$ cat config.mk
export PLATFORM = sky130hd
export DESIGN_NAME = rtl_div_cell
export DESIGN_NICKNAME = d
export VERILOG_FILES = /design/src/hdl/rtl_pkg.sv /design/src/hdl/rtl_div_cell.sv
export SDC_FILE = /design/constraint.sdc
export NUM_CORES = 1
export LEC_CHECK = 0
export ABC_AREA = 1
export BUFFER_PORTS_ARGS = -buffer_cell sky130_fd_sc_hd__buf_4
export CORE_ASPECT_RATIO = 0.8
export CORE_MARGIN = 10
export CORE_UTILIZATION = 50
export CTS_BUF_LIST = sky130_fd_sc_hd__clkbuf_8
export CTS_CLUSTER_DIAMETER = 80
export DETAILED_ROUTE_END_ITERATION = 7
export GPL_TIMING_DRIVEN = 1
export PLACE_DENSITY = 0.81
export REMOVE_ABC_BUFFERS = 1
export SKIP_LAST_GASP = 1
export SYNTH_ARGS = -nofsm -noshare
export SYNTH_HDL_FRONTEND = slang
export SYNTH_SLANG_ARGS = --single-unit
$ cat constraint.sdc
create_clock -name aclk -period 3.1 [get_ports aclk]
set_input_delay 0.62 -clock aclk [delete_from_list [all_inputs] [get_ports aclk]]
set_output_delay 0.62 -clock aclk [all_outputs]
set_load 0.05 [all_outputs]
$ cat src/hdl/rtl_pkg.sv
// Shared types and constants for the regen torque limiter.
package rtl_pkg;

    localparam int NUM_W  = 50;   // electrical numerator: V * I * 768 * 2^16
    localparam int DEN_W  = 33;   // electrical denominator: pi_q16 * rpm
    localparam int QUO_W  = 17;   // quotient bits resolved by the cell row
    localparam int CREM_W = 26;   // charge numerator shifted up by 16
    localparam int CDEN_W = 10;
    localparam int GAIN_W = 17;   // Q16 gains, up to and including one

    localparam logic [17:0]       PI_Q16   = 18'd205887;
    localparam logic [GAIN_W-1:0] ONE_Q16  = 17'd65536;
    localparam logic [15:0]       V_OFFSET = 16'd50;
    localparam logic [15:0]       MIN_RPM  = 16'sd9;

    typedef enum logic [2:0] {
        REG_VOLTAGE_CAP  = 3'd0,
        REG_TORQUE_CAP   = 3'd1,
        REG_CHARGE_CURR  = 3'd2,
        REG_FADE_SPEED   = 3'd3,
        REG_CHARGE_START = 3'd4,
        REG_CHARGE_FULL  = 3'd5,
        REG_TEMP_LIMIT   = 3'd6,
        REG_USER_GAIN    = 3'd7
    } rtl_reg_idx_t;

    // Word passed from one divider cell to the next.
    typedef struct packed {
        logic [NUM_W-1:0]  rem;
        logic [DEN_W-1:0]  den;
        logic [QUO_W-1:0]  quo;
        logic [CREM_W-1:0] crem;
        logic [CDEN_W-1:0] cden;
        logic [QUO_W-1:0]  cquo;
        logic              slow;
        logic              fade;
        logic              over;
        logic              czero;
        logic              cone;
        logic [GAIN_W-1:0] tgain;
    } rtl_cell_t;

endpackage

$ cat src/hdl/rtl_div_cell.sv
// One restoring-division cell: resolves quotient bit K of both dividers.
module rtl_div_cell #(
    parameter int K = 0
) (
    input  logic              aclk,
    input  logic              aresetn,
    input  logic              en,
    input  logic              in_valid,
    input  rtl_pkg::rtl_cell_t in_word,
    output logic              out_valid,
    output rtl_pkg::rtl_cell_t out_word
);
    import rtl_pkg::*;

    logic [NUM_W-1:0]  dsh;
    logic [CREM_W-1:0] csh;
    logic              ge;
    logic              cge;
    rtl_cell_t         word_next;
    rtl_cell_t         word_reg;
    logic              valid_reg;

    always_comb begin
        dsh = NUM_W'(in_word.den) << K;
        csh = CREM_W'(in_word.cden) << K;
        ge  = in_word.rem >= dsh;
        cge = in_word.crem >= csh;
        word_next = in_word;
        if (ge) begin
            word_next.rem = in_word.rem - dsh;
        end
        if (cge) begin
            word_next.crem = in_word.crem - csh;
        end
        word_next.quo[K]  = ge;
        word_next.cquo[K] = cge;
    end

    always_ff @(posedge aclk) begin
        if (!aresetn) begin
            valid_reg <= 1'b0;
        end else if (en) begin
            valid_reg <= in_valid;
        end
        if (en) begin
            word_reg <= word_next;
        end
    end

    assign out_valid = valid_reg;
    assign out_word  = word_reg;
endmodule

Yosys cells after proc, flatten, opt, wreduce, memory -nomap -nowiden
Index checks and enable logic that the tools add are counted.
{ "word_totals": {"register_bits": 176, "input_bits": 179, "out_inout_bits": 176, "wordCells": 19} }
{ "classes": {"n_lt_le_gt_ge": 2, "muxes": 2, "addsub": 2} }
{ "op_table": {"columns": ["operator", "count"], "rows": [
  ["$ge 50x33->1", 1],
  ["$mux 50", 1],
  ["$sub 50x33->50", 1],
  ["$ge 26x10->1", 1],
  ["$mux 26", 1],
  ["$sub 26x10->26", 1]
]} }

Logic depth before layout (Yosys ltp)
Gate-level depths: netlist of the first run.
{ "logic_depth": {"word_depth": 2, "ltp_mapped": 16, "ltp_nobuf": 15} }

Least setup slack after synthesis of the first run
No wires, ideal clock.
{ "synth_timing": {"kind": "input to register", "start": "input port in_word[49] (netlist bit)", "end": "register word_reg, in the netlist out_word[56], data pin", "required_time_ns": 2.847, "path_buffers": 1, "path_stages": 13, "t_arrival_ns": 2.233, "setup_time_ns": 0.253, "path_slack_ns": 0.614, "path_cell_list": "inv_1 > ha_1 > fa_1 > nand3b_1 > nand2_1 > a21oi_4 > o21bai_2 > nor2_4 > nand2_4 > inv_4 > buf_6 > nand2_1 > nand2_1"} }
{ "synth_lines": {"columns": ["item", "line_no", "rtl"], "rows": [
  ["from (decl)", "rtl_div_cell.sv:9", "input rtl_pkg::rtl_cell_t in_word,"],
  ["to (signal assigned)", "rtl_div_cell.sv:46", "word_reg <= word_next;"],
  ["to (decl)", "rtl_div_cell.sv:20", "rtl_cell_t word_reg;"]
]} }

==> results of run 1 <==
==> area by class of cell <==
cell class                 count  area, µm²
antenna                        1       2.50
clock buffer                  17        234
clock inverter                15        199
fill                        1888       7070
inverter                     277       1050
multi-input combinational    954       4750
sequential                   176       5280
tap                          300        375
timing repair buffer         374       2850
==> sequential cells by signal, indices dropped and copies added, names as in the netlist <==
name and cells:
out_valid 1, out_word 175
==> cell usage after synthesis (2+ instances only) <==
cell type	n	share of area [%]
nand2_1	513	17
inv_1	263	8.8
edfxtp_1	175	47
nor2_1	111	3.7
nand3_1	84	3.8
ha_1	43	4.8
a21oi_1	33	1.5
xor2_1	24	1.9
nand4_1	23	1.3
a21oi_2	22	1.7
nor3_1	17	0.76
o21ai_0	16	0.72
nand3b_1	13	0.87
inv_2	11	0.37
nand2_2	9	0.50
nor2_2	8	0.45
buf_6	7	0.71
o21ai_2	7	0.55
nor2_4	6	0.60
or2_2	5	0.28
xnor2_1	5	0.39
buf_4	3	0.20
a21o_1	2	0.13
and2_1	2	0.11
fa_1	2	0.36
o21bai_1	2	0.13
==> per-layer routing <==
metal / global-route usage [%] / vias to the layer above
met5: 0 / -
met4: 6.98 / 0
met3: 6.78 / 41
met2: 46.5 / 580
met1: 40.3 / 5098
li1: - / 5248
==> per-stage QoR <==
step | instance area, µm² | hold slack, ns
2_1_floorplan | 11100 | 0.713
3_3_place_gp | 14300 | 0.530
3_5_place_dp | 14300 | 0.582
4_1_cts | 14700 | 0.270
5_1_grt | 14700 | 0.256
6_report | 14700 | 0.282
==> worst max-delay path, stage by stage <==
cell     delay [ns]
buf_4          0.10
inv_1          0.06
ha_1           0.14
inv_1          0.09
fa_1           0.42
nand2_1        0.13
nand2_1        0.09
nand3_1        0.09
nand2_1        0.15
nand2_1        0.11
nand3_1        0.17
a21oi_1        0.31
nand2_1        0.08
nand2_1        0.06
nand2_1        0.04
==> logic make-up (layout without fill, tap and decap cells) <==
family	after synthesis	count (layout)	synth area share (%)
and+or+nand+nor	795	795	30.0
other	0	1	0
DFF	176	176	47.2
adders and majority gates	45	45	5.17
buffers and inverters	287	683	10.3
xor gates and xnor gates	29	29	2.27
AOI/OAI and AO/OA	85	85	5.03
==> power by group through the flow <==
stage / Sequential, mW / Clock [mW] / Combinational, mW
global placement: 3.01 / 0 / 2.45
global route: 3.00 / 1.87 / 2.65
CTS: 2.97 / 1.77 / 2.49
finish: 2.98 / 1.76 / 2.49
floorplan: 3.84 / 0 / 0.689
detailed placement: 3.03 / 0 / 2.48
==> path summary, 6_finish.rpt <==
kind	cells past startpoint	slack, ns	from	to
setup / recovery	15	0.69	in_word[125]	out_word[165]$_DFFE_PP_
hold / removal	1	0.28	in_word[34]	out_word[34]$_DFFE_PP_
setup reg to reg	2	2.41	out_valid$_SDFFE_PN0P_	out_valid$_SDFFE_PN0P_
hold reg to reg	2	0.61	out_valid$_SDFFE_PN0P_	out_valid$_SDFFE_PN0P_
==> results.md, run 1 <==
* HP Class: input port to flop
* Die width at 187 µm
* Finished Layout Cells at between 2000 and 2500
* Seq cells post-synth at 176
* Routed wl met3 at between 4 and 5 mm
* Chip height at about 150 µm
* Routed WL per cell at 20.6 µm
* Ys async rst share at 0%
* Sum Neg Setup Slack at 0 ns
* Design Power at 7.23 mW
* Status: completed
* Static leakage at 7.37 nW
* DP HPWL at 36.0 mm
* Gr ovfl total at 0
* Pwr per Cell Area at slightly below 500 mW/mm²
* Setup Skew at 0 ns
* Fin crit share at slightly below 80%
* Cell area after synthesis at between 0.01 and 0.015 mm²
* Placed cell count at ~2100
* Crit end category: flop
* DRT iter0 DRCs at about 1200
* Peak supply drop at roughly 0.00032 V
* DR pass1 iterations at 5
* Peak Freq at between 400 and 500 MHz
* Clock share of power at 24.4%
* Std-Cell Rows at 48
* # IOs at about 360
* Final setup violation count at 0
* Buffers added on ports at between 300 and 400
* Int Pwr at 4.30 mW
* Commonest non-fill, non-tap cell in the layout: nand2_1
* Critical path data required time at ~3.4 ns
* RSZ-0062 raised after global routing: no
* GRT Util Overall at just under 30%
* Total number of vias at around 11000
* First-pass GRT wire length at about 65 mm
* CTS buffer count at 17
* GPL Wtd Cong at between 0.9 and 1
* Met1 wire length at approximately 19 mm
* CTS sink count at 176
* CTS tree: built
* Distinct cells, synth at 37
* Area delta synth->final at 31.9%
* Final net count at 2024
* Reg clk slew, reported paths at around 0.13 ns
* CP Launch Type: input port
* Die area at between 0.02 and 0.03 mm²
* Hold Vio Cnt, Final at 0
* Max-cap check violation count at 0
* Seq/Total Area, Yosys at a little under half
* Largest net degree at the start of global routing at between 50 and 60
* P_sw at just under 3 mW
* Final WL at between 40 and 50 mm
* Most frequent cells in the layout: nand2_1 (513), buf_4 (370), inv_1 (263)
* CP Max Fanout at 4
* Worst Tran Pin Value at ~0.63 ns
* Worst skew pair latency at about 0.5 ns
* Post-Syn Area per Cell at slightly below 8 µm²
* EDFF count, synth at 175
* Min cycle time layout at between 2 and 2.5 ns
* Power share of the combinational group at between 30 and 40%
* Post-CTS resize count at 0
* Drc violations at 0
* CP Data Arrival Time at ~2.7 ns
* Clock root cell: clkbuf_8
* Worst slew margin at 57.3%
* Initial core utilization at between 50% and 60%
* Post-Syn Instances at 1417
* Final core utilization at roughly two thirds
* Routed wl met2 at about 20 mm
* H-tree levels at 4
* Worst setup path category: input port to flop
* Vias per cell at between 5 and 6
* Post-route setup slack at a little under 0.7 ns
* Sw Ratio at roughly 41%
* Hold_buf cts at 0
* Synth Warn # at 0
* # Post-CTS Setup Buffers at 0
* Seq pwr share at 41.1%
* ANT nets after route at 0
* Main synth FF type: edfxtp_1
* Clock buffer depth at 2
* Slew Limit Fails at 0
* Top sig layer: met4
* Core area at 0.0218 mm²
* Placement Setup Slack at between 0.15 and 0.2 ns
* Share of cells above drive strength 1 at approximately a quarter
* Initial antenna violation count at 1
* Vias in the first global route at ~10000
No activity file was read; power rests on OpenSTA's default activity.
==> run 2, diff against run 1 <==
Clock period 3.1 ns to 2.5 ns, I/O delays scaled along.
==> run 2 against run 1 <==
Against the previous run: cell count is 5.7% higher; routed wire length is 2.1% higher; global-route usage is 0.41 points higher; via count is 3.8% higher.
==> results.md, run 2 (synthesis results as in run 1) <==
* Register Area at ~0.0053 mm²
* Met1 wire length at 19.1 mm
* CP Launch Type: input port
* Final net count at 2145
* CTS tree: built
* # Post-CTS Setup Buffers at 0
* Max-cap check violation count at 0
* Share of cells above drive strength 1 at a little under a third
* Chip height at around 150 µm
* Drc violations at 0
* Peak supply drop at 0.000397 V
* DP HPWL at 37.0 mm
* Die width at ~190 µm
* ANT nets after route at 0
* Static leakage at slightly below 8 nW
* Worst slew margin at approximately 68%
* Gr ovfl total at 0
* Slowest CP cell: fa_1
* Sum Neg Setup Slack at 0 ns
* RSZ-0062 raised after global routing: no
* Slew Limit Fails at 0
* Area occupied by multi-input gates at 0.00475 mm²
* Pwr per Cell Area at between 500 and 600 mW/mm²
* Min cycle time layout at ~2.3 ns
* Critical Path Most Common Cell: nand2_1
* Post-CTS resize count at 0
* Routed wl met2 at between 20 and 25 mm
* Vias in the first global route at approximately 11000
* HP Class: input port to flop
* DRT iter0 DRCs at roughly 1000
* Peak Freq at ~430 MHz
* Buffers added on ports at about 350
* Routed WL per cell at 19.9 µm
* WP depth at 14
* CTS buffer count at 17
* Hold_buf cts at 0
* Initial antenna violation count at 1
* Hold WS at between 0.15 and 0.2 ns
* Std-Cell Rows at 48
* Vias per cell at between 5 and 6
* Clock buffer depth at 2
* Largest net degree at the start of global routing at 46
* Total number of vias at ~11000
* Final WL at about 44 mm
* GRT Util Overall at about 30%
* Critical path data required time at roughly 2.9 ns
* Reg clk slew, reported paths at 0.12 ns
* Crit path cell chain: buf_4, inv_1, ha_1, inv_1, fa_1, nand3_1, nand3_2, nand2_1, nand2_1, nand2_2, nand2_8, inv_6, nand2_1, nand2_1
* GPL Wtd Cong at just under 1
* Worst skew pair latency at between 0.4 and 0.5 ns
* FILL cells at 1787
* Largest register FFs at approximately 180
* Core area at about 0.022 mm²
* Final setup violation count at 0
* Die area at approximately 0.029 mm²
* Clock root cell: clkbuf_8
* CP Data Arrival Time at around 2.7 ns
* Hold Vio Cnt, Final at 0
* Setup Skew at 0 ns
* Top sig layer: met4
* # IOs at 355
* CP bufs+invs at 4
* Initial core utilization at approximately half
* DR pass1 iterations at 5
* Commonest non-fill, non-tap cell in the layout: nand2_1
* Delay-heaviest family, CP: simple AND/OR/NAND/NOR gates
* H-tree levels at 4
* Reg2Reg Depth at 2
* Worst Hold Depth at 1
* Crit-path max cell delay at 0.41 ns
* Status: completed
* First-pass GRT wire length at roughly 66 mm
* Worst setup path category: input port to flop
* Area delta synth->final at 40.3%
* CTS sink count at about 180
* CP Max Fanout at 45
* Crit end category: flop
* Routed wl met3 at about 4.3 mm
* Most frequent cells in the layout: nand2_1 (513), buf_4 (489), inv_1 (263)
* Worst Tran Pin Value at ~0.47 ns
* Fin crit share at between 90 and 100%
## run 2: changes by cell type in the layout (fill, tap and decap cells not counted)
cell / previous run / this run
bufinv_16: 0 / 1
clkinvlp_4: 0 / 1
buf_4: 370 / 489
inv_6: 3 / 4
clkinv_8: 5 / 4
inv_12: 3 / 2
buf_12: 3 / 5
clkinv_4: 2 / 1
## run 2: final timing paths
kind	slack, ns	to	from
max	0.17	out_word[147]$_DFFE_PP_	in_word[125]
min	0.18	out_word[30]$_DFFE_PP_	in_word[30]
max reg2reg	1.82	out_valid$_SDFFE_PN0P_	out_valid$_SDFFE_PN0P_
min reg2reg	0.60	out_valid$_SDFFE_PN0P_	out_valid$_SDFFE_PN0P_
## run 2: metal layers
layer	global-route usage, %	up-vias
li1	-	5483
met2	48.6	546
met5	0	-
met3	8.07	35
met1	39.3	5315
met4	5.86	0
## run 2: layout make-up
cell class              count  share of cell area (%)
repair buffers            495                    24.1
multi-input cells         954                    30.3
inverters                 277                    6.68
diodes                      1                  0.0160
clock inverters            15                    1.30
flip-flops and latches    176                    33.7
well taps                 300                    2.40
clock buffers              17                    1.49
## run 2: stage by stage
stage | setup slack [ns] | power, mW | area, µm² | utilization (%) | cells
finish | 0.168 | 9.20 | 15700 | 71.9 | 2235
global route | 0.0621 | 9.54 | 15700 | 71.9 | 2234
CTS | 0.228 | 9.23 | 15700 | 71.9 | 2234
detailed placement | -0.248 | 7.03 | 15200 | 69.9 | 2202
global placement | -0.205 | 6.98 | 15200 | 69.9 | 2202
floorplan | 0.154 | 5.62 | 11100 | - | 1407
## run 2: report_power, final
| part | switching [mW] | total [mW] | internal [mW] |
|---|---|---|---|
| clock network | 1.33 | 2.21 | 0.877 |
| logic | 2.19 | 3.30 | 1.11 |
| registers | 0.0993 | 3.69 | 3.59 |
## run 2: worst reg2reg max path: stages, from the launching register on
cell and delay, ns:
dfxtp_1 0.33, o21ai_0 0.19, a21oi_1 0.06
